## src/acr_pkg.sv

```systemverilog
// shared types and constants of the box overlap and push-out block
// no dependencies; used by acr_corner and aabb_collision_resolve_core
package acr_pkg;

    localparam int COORD_BITS_DEF = 16;
    localparam int SIZE_BITS      = 12;
    // distance from an inside corner to an edge is within +/- (2^SIZE_BITS - 1)
    localparam int DIST_BITS      = SIZE_BITS + 1;
    localparam int CFG_IDX_W      = 4;
    localparam int CFG_DATA_W     = SIZE_BITS;

    localparam logic [CFG_IDX_W-1:0] CFG_SELF_WIDTH   = 4'd0;
    localparam logic [CFG_IDX_W-1:0] CFG_SELF_HEIGHT  = 4'd1;
    localparam logic [CFG_IDX_W-1:0] CFG_TRIGGER_MODE = 4'd2;
    localparam logic [CFG_IDX_W-1:0] CFG_MOVABLE      = 4'd3;

    typedef enum logic [1:0] {
        EV_NONE    = 2'd0,
        EV_TRIGGER = 2'd1,
        EV_SOLID   = 2'd2
    } t_event;

    // push-out candidate of one corner
    typedef struct packed {
        logic                        hit;
        logic                        on_x;
        logic signed [DIST_BITS-1:0] depth;
        logic [SIZE_BITS-1:0]        mag;
    } t_push;

    function automatic logic [SIZE_BITS-1:0] dist_mag(input logic signed [DIST_BITS-1:0] d);
        logic signed [DIST_BITS-1:0] neg;
        neg = -d;
        return d[DIST_BITS-1] ? neg[SIZE_BITS-1:0] : d[SIZE_BITS-1:0];
    endfunction

endpackage

```

## src/acr_corner.sv

```systemverilog
// containment test of one corner against the other box and nearest-edge choice
// depends on acr_pkg
module acr_corner #(
    parameter int EXT_W = 17
) (
    input  logic signed [EXT_W-1:0] i_px,
    input  logic signed [EXT_W-1:0] i_py,
    input  logic signed [EXT_W-1:0] i_ox0,
    input  logic signed [EXT_W-1:0] i_ox1,
    input  logic signed [EXT_W-1:0] i_oy0,
    input  logic signed [EXT_W-1:0] i_oy1,
    output acr_pkg::t_push          o_push
);
    import acr_pkg::*;

    logic signed [EXT_W-1:0]     w_diff [4];
    logic signed [DIST_BITS-1:0] w_d    [4];
    logic [SIZE_BITS-1:0]        w_m    [4];

    // differences are exact in the low bits whenever the corner is inside
    assign w_diff[0] = i_ox0 - i_px;
    assign w_diff[1] = i_ox1 - i_px;
    assign w_diff[2] = i_oy0 - i_py;
    assign w_diff[3] = i_oy1 - i_py;

    always_comb begin
        logic [1:0] best;
        best = 2'd0;
        for (int i = 0; i < 4; i++) begin
            w_d[i] = w_diff[i][DIST_BITS-1:0];
            w_m[i] = dist_mag(w_d[i]);
        end
        // ties keep the earlier edge: left, right, top, bottom
        for (int i = 1; i < 4; i++) begin
            if (w_m[i] < w_m[best]) begin
                best = 2'(i);
            end
        end
        o_push.hit   = (i_px >= i_ox0) && (i_px <= i_ox1) && (i_py >= i_oy0) && (i_py <= i_oy1);
        o_push.on_x  = ~best[1];
        o_push.depth = w_d[best];
        o_push.mag   = w_m[best];
    end

endmodule

```

## src/aabb_collision_resolve_core.sv

```systemverilog
// top level of the box overlap and push-out block
// depends on acr_pkg and acr_corner
//
// One box pair is taken per cycle when start is high; busy is always low, so
// a new pair may follow every cycle. Each pair gives exactly one result; the
// pair is held first in the input register and its result then in the
// result register, with the overlap test, four corner checks and saturation
// in the single combinational pass between them. The result is shown for one
// cycle, marked by o_valid; the receiver cannot stall, so it must take it
// then. Box size, trigger mode and movability are written through the
// configuration port, which is always ready; write it only while no pair is
// in flight. An index above 3 is ignored.
module aabb_collision_resolve_core #(
    parameter int COORD_BITS = acr_pkg::COORD_BITS_DEF
) (
    input  logic                              i_clk,
    input  logic                              i_rst_n,
    // pair input
    input  logic                              start,
    output logic                              busy,
    input  logic signed [COORD_BITS-1:0]      i_self_x,
    input  logic signed [COORD_BITS-1:0]      i_self_y,
    input  logic signed [COORD_BITS-1:0]      i_other_x,
    input  logic signed [COORD_BITS-1:0]      i_other_y,
    input  logic [acr_pkg::SIZE_BITS-1:0]     i_other_width,
    input  logic [acr_pkg::SIZE_BITS-1:0]     i_other_height,
    // result output
    output logic                              o_valid,
    output logic [1:0]                        o_event_kind,
    output logic                              o_moved,
    output logic signed [COORD_BITS-1:0]      o_new_x,
    output logic signed [COORD_BITS-1:0]      o_new_y,
    // configuration write
    input  logic                              i_cfg_valid,
    output logic                              o_cfg_ready,
    input  logic [acr_pkg::CFG_IDX_W-1:0]     i_cfg_index,
    input  logic [acr_pkg::CFG_DATA_W-1:0]    i_cfg_data
);
    import acr_pkg::*;

    // extended width holds origin plus size without wrapping
    localparam int EXT_W = ((COORD_BITS > SIZE_BITS) ? COORD_BITS : SIZE_BITS + 1) + 1;

    // configuration registers
    logic [SIZE_BITS-1:0] r_self_width;
    logic [SIZE_BITS-1:0] r_self_height;
    logic                 r_trigger_mode;
    logic                 r_movable;

    // input stage
    logic                         r_in_valid;
    logic signed [COORD_BITS-1:0] r_self_x;
    logic signed [COORD_BITS-1:0] r_self_y;
    logic signed [COORD_BITS-1:0] r_other_x;
    logic signed [COORD_BITS-1:0] r_other_y;
    logic [SIZE_BITS-1:0]         r_other_w;
    logic [SIZE_BITS-1:0]         r_other_h;

    // result stage
    logic                         r_out_valid;
    t_event                       r_event;
    logic                         r_moved;
    logic signed [COORD_BITS-1:0] r_new_x;
    logic signed [COORD_BITS-1:0] r_new_y;

    t_event                       n_event;
    logic                         n_moved;
    logic signed [COORD_BITS-1:0] n_new_x;
    logic signed [COORD_BITS-1:0] n_new_y;

    logic                         w_accept;
    logic signed [EXT_W-1:0]      w_sx0, w_sy0, w_sx1, w_sy1;
    logic signed [EXT_W-1:0]      w_ox0, w_oy0, w_ox1, w_oy1;
    logic                         w_overlap;
    t_push                        w_push [4];
    logic                         w_found;
    logic                         w_best_x;
    logic signed [DIST_BITS-1:0]  w_best_d;
    logic signed [EXT_W-1:0]      w_sum_x, w_sum_y;
    logic signed [COORD_BITS-1:0] w_sat_x, w_sat_y;

    assign busy        = 1'b0;
    assign o_cfg_ready = 1'b1;
    assign w_accept    = start & ~busy;

    // configuration transaction
    always_ff @(posedge i_clk) begin
        if (!i_rst_n) begin
            r_self_width   <= '0;
            r_self_height  <= '0;
            r_trigger_mode <= 1'b0;
            r_movable      <= 1'b0;
        end else if (i_cfg_valid && o_cfg_ready) begin
            case (i_cfg_index)
                CFG_SELF_WIDTH:   r_self_width   <= i_cfg_data;
                CFG_SELF_HEIGHT:  r_self_height  <= i_cfg_data;
                CFG_TRIGGER_MODE: r_trigger_mode <= i_cfg_data[0];
                CFG_MOVABLE:      r_movable      <= i_cfg_data[0];
                default: ;
            endcase
        end
    end

    // input register
    always_ff @(posedge i_clk) begin
        if (!i_rst_n) begin
            r_in_valid <= 1'b0;
        end else begin
            r_in_valid <= w_accept;
        end
    end

    always_ff @(posedge i_clk) begin
        if (w_accept) begin
            r_self_x  <= i_self_x;
            r_self_y  <= i_self_y;
            r_other_x <= i_other_x;
            r_other_y <= i_other_y;
            r_other_w <= i_other_width;
            r_other_h <= i_other_height;
        end
    end

    // box extents in the widened range
    assign w_sx0 = {{(EXT_W-COORD_BITS){r_self_x[COORD_BITS-1]}}, r_self_x};
    assign w_sy0 = {{(EXT_W-COORD_BITS){r_self_y[COORD_BITS-1]}}, r_self_y};
    assign w_ox0 = {{(EXT_W-COORD_BITS){r_other_x[COORD_BITS-1]}}, r_other_x};
    assign w_oy0 = {{(EXT_W-COORD_BITS){r_other_y[COORD_BITS-1]}}, r_other_y};
    assign w_sx1 = w_sx0 + $signed({{(EXT_W-SIZE_BITS){1'b0}}, r_self_width});
    assign w_sy1 = w_sy0 + $signed({{(EXT_W-SIZE_BITS){1'b0}}, r_self_height});
    assign w_ox1 = w_ox0 + $signed({{(EXT_W-SIZE_BITS){1'b0}}, r_other_w});
    assign w_oy1 = w_oy0 + $signed({{(EXT_W-SIZE_BITS){1'b0}}, r_other_h});

    // closed intervals, touching edges count
    assign w_overlap = (w_sx0 <= w_ox1) && (w_ox0 <= w_sx1) &&
                       (w_sy0 <= w_oy1) && (w_oy0 <= w_sy1);

    // corners in order origin, +w, +w+h, +h
    acr_corner #(.EXT_W(EXT_W)) u_corner0 (
        .i_px(w_sx0), .i_py(w_sy0), .i_ox0(w_ox0), .i_ox1(w_ox1),
        .i_oy0(w_oy0), .i_oy1(w_oy1), .o_push(w_push[0])
    );
    acr_corner #(.EXT_W(EXT_W)) u_corner1 (
        .i_px(w_sx1), .i_py(w_sy0), .i_ox0(w_ox0), .i_ox1(w_ox1),
        .i_oy0(w_oy0), .i_oy1(w_oy1), .o_push(w_push[1])
    );
    acr_corner #(.EXT_W(EXT_W)) u_corner2 (
        .i_px(w_sx1), .i_py(w_sy1), .i_ox0(w_ox0), .i_ox1(w_ox1),
        .i_oy0(w_oy0), .i_oy1(w_oy1), .o_push(w_push[2])
    );
    acr_corner #(.EXT_W(EXT_W)) u_corner3 (
        .i_px(w_sx0), .i_py(w_sy1), .i_ox0(w_ox0), .i_ox1(w_ox1),
        .i_oy0(w_oy0), .i_oy1(w_oy1), .o_push(w_push[3])
    );

    // smallest push among inside corners, earlier corner wins a tie
    always_comb begin
        logic [SIZE_BITS-1:0] best_m;
        best_m   = '0;
        w_found  = 1'b0;
        w_best_x = 1'b0;
        w_best_d = '0;
        for (int i = 0; i < 4; i++) begin
            if (w_push[i].hit && (!w_found || (w_push[i].mag < best_m))) begin
                w_found  = 1'b1;
                w_best_x = w_push[i].on_x;
                w_best_d = w_push[i].depth;
                best_m   = w_push[i].mag;
            end
        end
    end

    // pushed origin and saturation to the coordinate range
    assign w_sum_x = w_sx0 + {{(EXT_W-DIST_BITS){w_best_d[DIST_BITS-1]}}, w_best_d};
    assign w_sum_y = w_sy0 + {{(EXT_W-DIST_BITS){w_best_d[DIST_BITS-1]}}, w_best_d};

    always_comb begin
        if ((&w_sum_x[EXT_W-1:COORD_BITS-1]) || !(|w_sum_x[EXT_W-1:COORD_BITS-1])) begin
            w_sat_x = w_sum_x[COORD_BITS-1:0];
        end else if (w_sum_x[EXT_W-1]) begin
            w_sat_x = {1'b1, {(COORD_BITS-1){1'b0}}};
        end else begin
            w_sat_x = {1'b0, {(COORD_BITS-1){1'b1}}};
        end
        if ((&w_sum_y[EXT_W-1:COORD_BITS-1]) || !(|w_sum_y[EXT_W-1:COORD_BITS-1])) begin
            w_sat_y = w_sum_y[COORD_BITS-1:0];
        end else if (w_sum_y[EXT_W-1]) begin
            w_sat_y = {1'b1, {(COORD_BITS-1){1'b0}}};
        end else begin
            w_sat_y = {1'b0, {(COORD_BITS-1){1'b1}}};
        end
    end

    // event and resolution
    always_comb begin
        n_event = EV_NONE;
        n_moved = 1'b0;
        n_new_x = r_self_x;
        n_new_y = r_self_y;
        if (w_overlap) begin
            if (r_trigger_mode) begin
                n_event = EV_TRIGGER;
            end else begin
                n_event = EV_SOLID;
                // nothing moves when no corner lies inside
                if (r_movable && w_found) begin
                    n_moved = 1'b1;
                    if (w_best_x) begin
                        n_new_x = w_sat_x;
                    end else begin
                        n_new_y = w_sat_y;
                    end
                end
            end
        end
    end

    // result register
    always_ff @(posedge i_clk) begin
        if (!i_rst_n) begin
            r_out_valid <= 1'b0;
        end else begin
            r_out_valid <= r_in_valid;
        end
    end

    always_ff @(posedge i_clk) begin
        if (r_in_valid) begin
            r_event <= n_event;
            r_moved <= n_moved;
            r_new_x <= n_new_x;
            r_new_y <= n_new_y;
        end
    end

    assign o_valid      = r_out_valid;
    assign o_event_kind = r_event;
    assign o_moved      = r_moved;
    assign o_new_x      = r_new_x;
    assign o_new_y      = r_new_y;

    // every registered pair gives a result in the next cycle
    a_result_follows: assert property (@(posedge i_clk) disable iff (!i_rst_n)
        r_in_valid |=> o_valid)
        else $error("result missing after input stage");

    // a move only happens in a solid collision
    a_move_solid: assert property (@(posedge i_clk) disable iff (!i_rst_n)
        (o_valid && o_moved) |-> (o_event_kind == EV_SOLID))
        else $error("move reported outside a solid collision");

    // without a move the origin comes back unchanged
    a_no_move_same: assert property (@(posedge i_clk) disable iff (!i_rst_n)
        (o_valid && !o_moved) |-> ((o_new_x == $past(r_self_x)) && (o_new_y == $past(r_self_y))))
        else $error("origin changed without a move");

    // a push acts along one axis only
    a_single_axis: assert property (@(posedge i_clk) disable iff (!i_rst_n)
        (o_valid && o_moved) |-> ((o_new_x == $past(r_self_x)) || (o_new_y == $past(r_self_y))))
        else $error("push changed both axes");

endmodule

```

## config.mk

```make
export PLATFORM = sky130hd
export DESIGN_NAME = aabb_collision_resolve_core
export DESIGN_NICKNAME = d
export VERILOG_FILES = /design/src/acr_pkg.sv /design/src/acr_corner.sv /design/src/aabb_collision_resolve_core.sv
export SDC_FILE = /design/constraint.sdc
export NUM_CORES = 1
export LEC_CHECK = 0
export BUFFER_PORTS_ARGS = -buffer_cell sky130_fd_sc_hd__clkbuf_2
export CORE_AREA = 5 5 215 217
export DETAILED_ROUTE_END_ITERATION = 12
export DIE_AREA = 0 0 220 222
export PLACE_DENSITY_LB_ADDON = 0.08
export SLEW_MARGIN = 20
export SYNTH_ARGS = -nofsm -noshare
export SYNTH_HDL_FRONTEND = slang
export SYNTH_SLANG_ARGS = --single-unit
```

## constraint.sdc

```tcl
create_clock -name i_clk -period 21.7 [get_ports i_clk]
set_input_delay 1.085 -clock i_clk [delete_from_list [all_inputs] [get_ports i_clk]]
set_output_delay 1.085 -clock i_clk [all_outputs]
set_load 0.01 [all_outputs]
```

======== Yosys cells after proc, flatten, opt, wreduce, memory -nomap -nowiden ========
Cells that the tools add are included.
cells by class
  mux-type cells .......................... 95
  multipliers ............................. 0
  div/mod/pow operators ................... 0
  bitwise gates (word level) .............. 15
  equality and inequality tests ........... 3
  add/subtract/negate cells ............... 22
  magnitude comparators ................... 33
  reduce and logical (&&, ||, !) cells .... 37
  shift-type cells ........................ 0
operator list
  operator                                                   count
  two-way mux 12 bit                                         35
  binary-select mux 12 bit (select 2 bit)                    12
  two-way mux 16 bit                                         12
  < comparator 12 bit                                        13
  two-way mux 13 bit                                         12
  binary-select mux 13 bit (select 2 bit)                    4
  subtractor 13 bit                                          8
  adder 16 x 13 -> 17 bit                                    6
  negator 12 bit                                             8
  <= comparator 16 x 17 -> 1 bit                             4
  greater-or-equal comparator 17 x 16 -> 1 bit               2
  <= comparator 17 bit                                       2
  greater-or-equal comparator 16 bit                         2
  greater-or-equal comparator 3 bit (second input constant)  10
  inverter 2 -> 3 bit                                        9
  two-way mux 2 bit                                          9
  logical AND 1 bit                                          17
  AND reduction 2 bit                                        6
  two-way mux 1 bit                                          11
  equality test 4 x 2 -> 1 bit (second input constant)       2
  OR reduction 2 bit                                         3
  zero test 1 bit                                            5
  logical OR 1 bit                                           5
  inverter 1 bit                                             5
  other kinds (3)                                            3
storage, ports and cells
  input bits .............................. 108
  memories ................................ 0
  register bits ........................... 151
  bits in latches ......................... 0
  memory bits (writable) .................. 0
  memory bits (read-only) ................. 0
  logic and storage cells ................. 221
  output and inout port bits .............. 38

======== Depth between registers and ports, before layout ========
Gate-level depths: netlist (run 1).
  depth in word-level cells ............... 44
  gate-level depth with buffers ........... 131
  gate-level depth less buffers ........... 123

======== Hierarchy ========
Synthesis (run 1) repeated with hierarchy kept, for this count alone.
unflattened totals
  cells, all modules ...................... 4914
  area total of the unflattened synthesis .. 38443.1 sq um
modules (own cells, without submodules)
  module                       times used  seq. area each (sq um)  area an instance (sq um)  cells each
  acr_corner at u_corner1 ...  2           0.0                     6656.4                    913
  aabb_collision_resolve_core  1           4254.1                  12306.8                   1283
  acr_corner at u_corner3      1           0.0                     6418.7                    877
  acr_corner at u_corner0      1           0.0                     6404.9                    928

======== Least setup slack after synthesis (run 1) ========
No wires, ideal clock.
  kind .................................... reg2reg
  from .................................... register r_other_x[4]
  to ...................................... register r_new_x[10] (netlist: o_new_x[10]) (data pin)
  path slack .............................. 0.723 ns
  stages on the path, launching flop included .. 121
  path buffers ............................ 12
  clock period less this slack ............ 20.977 ns
  arrival ................................. 20.716 ns
  setup time .............................. 0.260 ns
  cell sequence ........................... edfxtp_1 > ha_1 > a21oi_1 > nand2_1 > o21a_1 > o21a_1 > nor2_1 > xor2_1 > inv_1 > ha_1 > and2_1 > a221o_1 > a221oi_1 > xor2_1 > nor2_1 > xnor2_1 > ha_1 > nor2b_1 > [... 85 more ...] > o21ai_0 > and2_1 > o21ai_0 > nand2_1 > and2_1 > o21ai_0 > nand2_1 > a21o_1 > a21o_1 > a21o_1 > a21o_1 > a21oi_1 > o21bai_1 > nand2_1 > a31oi_1 > clkbuf_1 > maj3_1 > mux2_4
on the way
  longest elaborated chain between the ends .. 44
  elaborated cells on any way between the ends .. 152
  classes of those cells .................. 10 x add/sub; 18 x order compare; 83 x mux; 14 x bitwise; 27 x reduce/logical
ends and longest elaborated chain
  what                                       RTL line                            RTL
  from (decl)                                aabb_collision_resolve_core.sv:54   logic signed [COORD_BITS-1:0] r_other_x;
  from (signal assigned)                     aabb_collision_resolve_core.sv:117  r_other_x <= i_other_x;
  adder 16 x 13 -> 17 bit                    aabb_collision_resolve_core.sv:131  assign w_ox1 = w_ox0 + $signed({{(EXT_W-SIZE_BITS){1'b0}}, r_other_w});
  subtractor 13 bit                          acr_corner.sv:22                    assign w_diff[1] = i_ox1 - i_px;
  negator 12 bit                             acr_pkg.sv:33                       neg = -d;
  two-way mux 12 bit                         acr_pkg.sv:34                       return d[DIST_BITS-1] ? neg[SIZE_BITS-1:0] : d[SIZE_BITS-1:0];
  < comparator 12 bit                        acr_corner.sv:35                    if (w_m[i] < w_m[best]) begin
  two-way mux 1 bit                          acr_corner.sv:35
  inverter 1 -> 3 bit (implied by the code)  acr_corner.sv:35
  binary-select mux 12 bit (select 2 bit)    acr_corner.sv:35
  [... 29 more ...]                          n/a
  zero test 1 bit                            aabb_collision_resolve_core.sv:178  if ((&w_sum_x[EXT_W-1:COORD_BITS-1]) || !(|w_sum_x[EXT_W-1:COORD_BITS-1])) begin
  logical OR 1 bit                           aabb_collision_resolve_core.sv:178
  two-way mux 16 bit                         aabb_collision_resolve_core.sv:178
  two-way mux 16 bit                         aabb_collision_resolve_core.sv:208  if (w_best_x) begin
  two-way mux 16 bit                         aabb_collision_resolve_core.sv:206  if (r_movable && w_found) begin
  two-way mux 16 bit                         aabb_collision_resolve_core.sv:201  if (r_trigger_mode) begin
  two-way mux 16 bit *                       aabb_collision_resolve_core.sv:200  if (w_overlap) begin
  named net n_new_x[10]                      aabb_collision_resolve_core.sv:68   logic signed [COORD_BITS-1:0] n_new_x;
  to (signal assigned)                       aabb_collision_resolve_core.sv:231  r_new_x <= n_new_x;
  to (decl)                                  aabb_collision_resolve_core.sv:63   logic signed [COORD_BITS-1:0] r_new_x;
The timed path passes the listed nets; every way through them passes the cells marked *. The select of a mux whose other input is x is not followed.
A chain may end at the register's enable or synchronous reset.

======== Final worst setup path (run 1) ========
  from .................................... register r_self_width[0]
  to ...................................... register r_new_x[13] (netlist: o_new_x[13]) (data pin)
on the way
  longest elaborated chain between the ends .. 43
  elaborated cells on any way between the ends .. 93
  classes of those cells .................. 6 x add/sub; 11 x order compare; 48 x mux; 7 x bitwise; 21 x reduce/logical
ends and longest elaborated chain
  what                                         RTL line                            RTL
  from (decl)                                  aabb_collision_resolve_core.sv:45   logic [SIZE_BITS-1:0] r_self_width;
  from (signal assigned)                       aabb_collision_resolve_core.sv:95   CFG_SELF_WIDTH: r_self_width <= i_cfg_data;
  adder 16 x 13 -> 17 bit *                    aabb_collision_resolve_core.sv:129  assign w_sx1 = w_sx0 + $signed({{(EXT_W-SIZE_BITS){1'b0}}, r_self_width});
  subtractor 13 bit, on equally long branches  acr_corner.sv:22, acr_corner.sv:21
  negator 12 bit                               acr_pkg.sv:33
  two-way mux 12 bit                           acr_pkg.sv:34
  < comparator 12 bit                          acr_corner.sv:35
  two-way mux 1 bit                            acr_corner.sv:35
  inverter 2 -> 3 bit (implied by the code)    acr_corner.sv:35
  binary-select mux 12 bit (select 2 bit)      acr_corner.sv:35
  [... 28 more ...]                            n/a
  zero test 1 bit                              aabb_collision_resolve_core.sv:178
  logical OR 1 bit                             aabb_collision_resolve_core.sv:178
  two-way mux 16 bit                           aabb_collision_resolve_core.sv:178
  two-way mux 16 bit                           aabb_collision_resolve_core.sv:208
  two-way mux 16 bit                           aabb_collision_resolve_core.sv:206
  two-way mux 16 bit                           aabb_collision_resolve_core.sv:201
  two-way mux 16 bit *                         aabb_collision_resolve_core.sv:200
  named net n_new_x[13]                        aabb_collision_resolve_core.sv:68
Marks and branches as above.

==> out/qor.txt, run 1 <==
LOGIC SYNTHESIS
---------------------------------------------------------------------------------
Fraction of synthesis flops using an asynchronous set or reset pin .           0%
Syn_area_per_cell ..................................................     8.25 um2
Cell taking the most area after synthesis .......................... sky130_fd_sc_hd__ha_1
Predominant post-synthesis flop cell ............................... sky130_fd_sc_hd__edfxtp_1
Post-synthesis cell area ...........................................    25300 um2
Total nets after synthesis .........................................         3623
Gate Count Post-Synth ..............................................         3060
EDFF count, synth ..................................................          123
Total of warnings raised by yosys ..................................            0
Area share of the largest cell type after synthesis ................        21.8%
Number of distinct library cells after synthesis ...................          109
Count leader, synth ................................................ sky130_fd_sc_hd__ha_1
Cell types with the highest counts after synthesis ................. 441 x sky130_fd_sc_hd__ha_1, 257 x sky130_fd_sc_hd__inv_1, 247 x sky130_fd_sc_hd__a21oi_1
Share of synthesized area occupied by flip-flops and latches .......        16.8%
Largest cells by area after synthesis .............................. sky130_fd_sc_hd__ha_1 22%, sky130_fd_sc_hd__edfxtp_1 15%, sky130_fd_sc_hd__a21oi_1 4.9%
Synth Register Bits ................................................          151

CLOCK NETWORK
---------------------------------------------------------------------------------
Clock latency on the worst-skew pair ...............................      0.48 ns
Buffer type at the clock tree root ................................. sky130_fd_sc_hd__clkbuf_16
TritonCTS clock tree ...............................................          yes
CTS buffer count ...................................................           17
Max H-tree Level ...................................................            4
Clock-pin slew on the worst setup and hold paths ...................      0.08 ns
Clock Tree Buf Depth ...............................................            2
Number of sinks handled by clock tree synthesis ....................          151
Cts-stage hold buffer count ........................................            0

CRITICAL PATH
---------------------------------------------------------------------------------
Crit path arrival time .............................................     20.81 ns
Element type at the critical path start ............................     register
Worst Setup End Kind ...............................................     register
Slowest stage delay, CP ............................................      0.43 ns
Critical path class ................................................ register to register
Slowest CP cell .................................................... sky130_fd_sc_hd__fa_1
Required time worst endpoint .......................................     21.93 ns
Biggest fanout along the worst timing path .........................           27
Most numerous cell on the critical path ............................ sky130_fd_sc_hd__a21oi_1

TIMING
---------------------------------------------------------------------------------
Hold violation count in the final report ...........................            0
Maximum achievable frequency .......................................     48.6 MHz
Worst clock skew ...................................................    0.0169 ns
Measured slew at the worst slew-check pin ..........................      1.06 ns
Total setup violations reported at the end of the flow .............            0
Post-layout minimum cycle time .....................................     20.58 ns
Fraction of the cycle the final worst path needs ...................        94.8%
Rel. slew slack ....................................................        29.0%
Total count of max-transition violations in the final report .......            0

FLOORPLANNING
---------------------------------------------------------------------------------
Site row count .....................................................           77
Total I/O pin count ................................................          146
Starting density of the core .......................................        57.5%
Die width ..........................................................       220 um
Area of the core ...................................................    43900 um2
DIE HEIGHT .........................................................       222 um
Die outline area ...................................................    48800 um2

PLACED DESIGN
---------------------------------------------------------------------------------
Routability cong. ..................................................         1.07
Port Buffers .......................................................          143
Estimated wirelength of the detail-placed design ...................     78100 um
Number of cells after detailed placement ...........................         3775

OUTCOME
---------------------------------------------------------------------------------
Outcome ............................................................ complete, no violations

GLOBAL ROUTE
---------------------------------------------------------------------------------
Global-route wire length before repair .............................    142000 um
GR Overflow Total ..................................................            0
Aggregate global-route resource usage ..............................        37.5%
Number of global-route vias before repair ..........................        23.9k
Maximum number of pins on one net before global-route repair .......           63
Layer with the highest usage after global routing ..................         met2
Met3 track utilization from global routing .........................        8.62%
Met2 demand-to-capacity share in global routing ....................        58.3%
Antenna violations before repair ...................................            3
M1 GR Usage ........................................................        50.3%

DRT
---------------------------------------------------------------------------------
Drt initial violations .............................................         2842
Routed WL ..........................................................     94700 um
Drt pass-1 iters ...................................................            6
Vias ...............................................................        24.8k
Detail Route Antenna Nets ..........................................            0
Number of vias per cell after detailed routing .....................         6.46
Number of design rule violations left after detail routing .........            0
WL/cell ............................................................      24.7 um

LAYOUT
---------------------------------------------------------------------------------
Area growth syn-to-layout ..........................................        11.7%
Fraction of layout instances using a drive strength above 1 ........        14.1%
Fillers ............................................................         3793
Number of cells in the finished layout apart from fillers ..........         3839
Final nets .........................................................         3794

JOB
---------------------------------------------------------------------------------
Max-cap violation count ............................................            0

MIN PATH
---------------------------------------------------------------------------------
Worst min-delay path class ......................................... register to register

==> flip-flops by register name, indices dropped and copies added, names as in the netlist <==
signal	cells
o_event_kind	2
o_moved	1
o_new_x	16
o_new_y	16
o_valid	1
r_in_valid	1
r_movable	1
r_other_h	12
r_other_w	12
r_other_x	16
r_other_y	16
r_self_height	12
r_self_width	12
r_self_x	16
r_self_y	16
r_trigger_mode	1
==> area by class of cell <==
cell class / instances / area [um2] / share of cell area [%]
Antenna cell: 3 / 7.51 / 0.0266
Clock buffer: 17 / 425 / 1.51
Clock inverter: 15 / 181 / 0.643
Inverter: 258 / 968 / 3.43
Multi-Input combinational cell: 2572 / 20200 / 71.7
Sequential cell: 151 / 4250 / 15.1
Tap cell: 592 / 741 / 2.63
Timing Repair Buffer: 231 / 1400 / 4.96
==> repair_timing <==
| item | CTS | global route |
|---|---|---|
| pin swaps | 1 | 17 |
| setup buffers | 3 | 23 |
| setup endpoints to repair | 30 | 32 |
| cloned | 0 | 3 |
| endpoints found under the hold margin | 0 | 0 |
| resized for setup | 5 | 93 |
==> stage by stage <==
| stage | setup slack [ns] | instance area (um2) | hold WS (ns) | utilization (%) | TNS, ns |
|---|---|---|---|---|---|
| after floorplan | 0.723 | 25300 | 0.448 | - | 0 |
| after global placement | 0.253 | 26900 | 0.480 | 61.2 | 0 |
| after detailed placement | -0.394 | 26900 | 0.490 | 61.2 | -7.97 |
| after CTS | 0.0128 | 27500 | 0.502 | 62.7 | 0 |
| after global routing | -0.192 | 28200 | 0.540 | 64.2 | -4.15 |
| final | 1.12 | 28200 | 0.498 | 64.2 | 0 |
==> cells by family (layout without fill, tap and decap cells) <==
group                    Yosys count  after routing  share of synthesized area [%]
flip-flops                       151            151                           16.8
other                              2              5                         0.0297
AO/OA/AOI/OAI                    890            890                           23.1
AND/OR/NAND/NOR                  801            801                           15.4
multiplexers                     175            175                           7.56
adder cells (fa/ha/maj)          470            472                           23.6
buffers and inverters            340            521                           5.22
XOR/XNOR                         231            232                           8.21
==> routing by layer <==
| metal | part of all wire (%) | vias to the layer above |
|---|---|---|
| met5 | 0.0074 | - |
| met4 | 4.9 | 2 |
| met3 | 10 | 298 |
| met2 | 44 | 1335 |
| met1 | 41 | 11754 |
| li1 | - | 11409 |
==> critical path, delay by kind of cell, from the launching register on <==
kind | cells | cell delay [ns]
compound gates | 54 | 8.90
xor+xnor | 3 | 0.57
fa+ha+maj | 11 | 3.50
buf+inv | 12 | 2.06
flops | 1 | 0.37
mux | 2 | 0.52
simple gates | 35 | 4.35
==> placed cells by master (no fill, tap or decap), types with 41 or more instances in the layout <==
| cell | instances |
|---|---|
| sky130_fd_sc_hd__nand3_1 | 44 |
| sky130_fd_sc_hd__a21oi_1 | 232 |
| sky130_fd_sc_hd__o21a_1 | 68 |
| sky130_fd_sc_hd__nor2_1 | 232 |
| sky130_fd_sc_hd__nor2b_1 | 70 |
| sky130_fd_sc_hd__xnor2_1 | 128 |
| sky130_fd_sc_hd__buf_4 | 84 |
| sky130_fd_sc_hd__edfxtp_1 | 123 |
| sky130_fd_sc_hd__nand2_1 | 194 |
| sky130_fd_sc_hd__ha_1 | 432 |
| sky130_fd_sc_hd__nand4_1 | 41 |
| sky130_fd_sc_hd__mux2i_1 | 103 |
| sky130_fd_sc_hd__inv_1 | 256 |
| sky130_fd_sc_hd__xor2_1 | 84 |
| sky130_fd_sc_hd__o21ai_0 | 187 |
| sky130_fd_sc_hd__mux2_2 | 41 |
| sky130_fd_sc_hd__nand2b_1 | 49 |
| sky130_fd_sc_hd__clkbuf_2 | 142 |
| sky130_fd_sc_hd__a21o_1 | 99 |
==> worst paths after layout <==
path / depth (start not counted) / to / start / slack (ns)
setup / recovery: 117 / o_new_x[13]$_DFFE_PP_ / r_self_width[0]$_SDFFE_PN0P_ / 1.12
hold / removal: 2 / r_self_height[4]$_SDFFE_PN0P_ / r_self_height[4]$_SDFFE_PN0P_ / 0.50
setup reg to reg: 117 / o_new_x[13]$_DFFE_PP_ / r_self_width[0]$_SDFFE_PN0P_ / 1.12
hold reg to reg: 2 / r_self_height[4]$_SDFFE_PN0P_ / r_self_height[4]$_SDFFE_PN0P_ / 0.50
Power of run 1 is not shown: default switching activity piles up to over one toggle a cycle in this logic, so the estimate is an artifact.
==> run 2, diff against run 1 <==
--- a/config.mk
+++ b/config.mk
@@ -9,7 +9,9 @@
 export CORE_AREA = 5 5 215 217
 export DETAILED_ROUTE_END_ITERATION = 12
 export DIE_AREA = 0 0 220 222
+export GPL_ROUTABILITY_DRIVEN = 0
 export PLACE_DENSITY_LB_ADDON = 0.08
+export RECOVER_POWER = 50
 export SLEW_MARGIN = 20
 export SYNTH_ARGS = -nofsm -noshare
 export SYNTH_HDL_FRONTEND = slang
==> run 2 against run 1 <==
- the run now ends with capacitance limit, slew limit left
- global-route usage shrank 2.5 points
- sequential share of layout area grew 0.14 points
- first-iteration DRC count rose by 0.74%
- utilization shrank 0.59 points
- worst setup slack worse by 0.11 ns
- via count down 1.7%
- sequential cell count stayed put
- non-clock buffer count fell by 19
- critical endpoint is now o_new_x[4]$_DFFE_PP_
==> out/qor.txt, run 2 (synthesis gave the netlist of run 1 again) <==
GLOBAL ROUTE
---------------------------------------------------------------------------
Maximum number of pins on one net before global-route repair .           61   -3.2%
Global-route wire length before repair .......................    133000 um   -6.4%
GR Overflow Total ............................................            0   unchanged
Aggregate global-route resource usage ........................        35.0%   -2.5 points
Antenna violations before repair .............................            1   -2
Number of global-route vias before repair ....................        23.0k   -3.6%

TIMING
---------------------------------------------------------------------------
Maximum achievable frequency .................................     48.3 MHz   -0.53%
Rel. slew slack ..............................................       -4.46%   -33 points
Total setup violations reported at the end of the flow .......            0   unchanged
Post-layout minimum cycle time ...............................     20.69 ns   +0.111 ns
Total count of max-transition violations in the final report .           31   +31
Worst clock skew .............................................    0.0120 ns   -0.00493 ns
Hold violation count in the final report .....................            0   unchanged
Final setup margin ...........................................      1.01 ns   -0.111 ns
Measured slew at the worst slew-check pin ....................      1.57 ns   +0.505 ns
Fraction of the cycle the final worst path needs .............        95.4%   +0.51 points

LAYOUT
---------------------------------------------------------------------------
Fraction of layout instances using a drive strength above 1 ..        12.9%   -1.2 points
Final nets ...................................................         3774   -0.53%
Finished Cell Area ...........................................    27900 um2   -0.92%
Commonest non-fill, non-tap cell in the layout ............... sky130_fd_sc_hd__ha_1
Number of cells in the finished layout apart from fillers ....         3816   -0.60%
Final core area utilization ..................................        63.6%   -0.59 points
Antenna diode count ..........................................            0   -3
Area growth syn-to-layout ....................................        10.6%
Commonest non-fill, non-tap cells in the layout .............. 439 x sky130_fd_sc_hd__ha_1, 257 x sky130_fd_sc_hd__inv_1, 235 x sky130_fd_sc_hd__a21oi_1

DRT
---------------------------------------------------------------------------
WL/cell ......................................................      23.4 um   -5.1%
Drt pass-1 iters .............................................            7   +1
Routed WL ....................................................     89300 um   -5.7%
Number of design rule violations left after detail routing ...            0   unchanged
Vias .........................................................        24.4k   -1.7%
Detail Route Antenna Nets ....................................            0   unchanged
Number of vias per cell after detailed routing ...............         6.39   -1.1%
Drt initial violations .......................................         2863   +0.74%

CRITICAL PATH
---------------------------------------------------------------------------
Reg2Reg Depth ................................................          117   unchanged
Required time worst endpoint .................................     21.92 ns   about the same
Crit. Startpoint ............................................. r_self_x[1]$_DFFE_PP_
Register-to-register setup slack .............................      1.01 ns   -0.11 ns
End of the worst register-to-register path ................... o_new_x[4]$_DFFE_PP_
Most numerous cell on the critical path ...................... sky130_fd_sc_hd__a21oi_1
Last element of the critical path ............................ o_new_x[4]$_DFFE_PP_
Critical path class .......................................... register to register
Element type at the critical path start ......................     register
Slowest stage delay, CP ......................................      0.47 ns   +0.04 ns
Launching point of the worst reg2reg path .................... r_self_x[1]$_DFFE_PP_
Biggest fanout along the worst timing path ...................           17   -37%
Worst Setup End Kind .........................................     register
Slowest CP cell .............................................. sky130_fd_sc_hd__edfxtp_1
Crit path arrival time .......................................     20.91 ns   +0.10 ns

CLOCK NETWORK
---------------------------------------------------------------------------
TritonCTS clock tree .........................................          yes
Max H-tree Level .............................................            4   unchanged
Buffer type at the clock tree root ........................... sky130_fd_sc_hd__clkbuf_16
Number of sinks handled by clock tree synthesis ..............          151   unchanged
Clock latency on the worst-skew pair .........................      0.47 ns   about the same
CTS buffer count .............................................           17   unchanged
Clock-pin slew on the worst setup and hold paths .............      0.07 ns   about the same
Clock Tree Buf Depth .........................................            2   unchanged

PLACED DESIGN
---------------------------------------------------------------------------
Estimated wirelength of the detail-placed design .............     73900 um   -5.4%
Port Buffers .................................................          143   unchanged
Pre-CTS setup slack ..........................................    -0.601 ns   -0.207 ns
Number of cells after detailed placement .....................         3763   -0.32%
Post-Place Cell Area .........................................    26800 um2   -0.29%

FLOORPLANNING
---------------------------------------------------------------------------
Die outline area .............................................    48800 um2   unchanged
Starting density of the core .................................        57.5%   unchanged
Total I/O pin count ..........................................          146   unchanged
Site row count ...............................................           77   unchanged
Die width ....................................................       220 um   unchanged
Area of the core .............................................    43900 um2   unchanged
DIE HEIGHT ...................................................       222 um   unchanged

OUTCOME
---------------------------------------------------------------------------
Outcome ...................................................... finished, violations left
Violations in the final reports .............................. capacitance limit, slew limit

JOB
---------------------------------------------------------------------------
Max-cap violation count ......................................            1   +1

MIN PATH
---------------------------------------------------------------------------
Worst min-delay path class ................................... register to register

## run 2: cell count changes in the layout (fill, tap and decap cells not counted), moves of 5 or more
| cell | before | now |
|---|---|---|
| sky130_fd_sc_hd__ha_2 | 8 | 2 |
| sky130_fd_sc_hd__buf_4 | 84 | 62 |
| sky130_fd_sc_hd__clkbuf_1 | 0 | 7 |
| sky130_fd_sc_hd__o21ai_1 | 9 | 4 |
| sky130_fd_sc_hd__clkbuf_2 | 142 | 137 |
| sky130_fd_sc_hd__clkinv_8 | 6 | 0 |
| sky130_fd_sc_hd__ha_1 | 432 | 439 |
## run 2: how the worst min path moves through the flow
stage / end / from / cells past startpoint
floorplan: r_self_height[0]$_SDFFE_PN0P_ / r_self_height[0]$_SDFFE_PN0P_ / 2
global placement: r_self_height[2]$_SDFFE_PN0P_ / r_self_height[2]$_SDFFE_PN0P_ / 2
detailed placement: r_self_height[0]$_SDFFE_PN0P_ / r_self_height[0]$_SDFFE_PN0P_ / 2
CTS: r_self_height[0]$_SDFFE_PN0P_ / r_self_height[0]$_SDFFE_PN0P_ / 2
global route: r_self_height[2]$_SDFFE_PN0P_ / r_self_height[2]$_SDFFE_PN0P_ / 2
finish: r_self_height[0]$_SDFFE_PN0P_ / r_self_height[0]$_SDFFE_PN0P_ / 2
## run 2: worst max-delay path: cells and delay by family, from the launching register on
kind / cells / cell delay, ns
DFF: 1 / 0.47
buffers and inverters: 7 / 1.24
adders and majority gates: 10 / 3.10
AOI/OAI and AO/OA: 59 / 10.78
xor gates and xnor gates: 2 / 0.41
muxes: 2 / 0.48
and+or+nand+nor: 37 / 3.92
## run 2: area by class of cell
type / count / area [um2]
Inverter: 258 / 968
Clock buffer: 17 / 425
Clock inverter: 15 / 158
Multi-Input combinational cell: 2571 / 20200
Fill cell: 3932 / 16000
Sequential cell: 151 / 4250
Timing Repair Buffer: 212 / 1250
Tap cell: 592 / 741
## run 2: timing repair
item,4_1_cts,5_1_grt
gates cloned,0,2
hold buffers,0,0
setup endpoints to repair,32,32
gates resized for setup,9,77
pin swaps,1,16
buffers inserted,3,16
endpoints found under the hold margin,0,0
## run 2: through the flow
step	hold WS (ns)	setup TNS (ns)
3_5_place_dp	0.483	-14.81
6_report	0.492	0
3_3_place_gp	0.483	-0.897
2_1_floorplan	0.448	0
5_1_grt	0.525	-5.89
4_1_cts	0.492	0
## run 2: layer usage
metal	share of wire, %	track usage, %
met5	0.015	0
met4	5.1	15.1
met3	11	8.45
met2	43	52.4
met1	42	47.9
Power of run 2 is left out for the same reason.
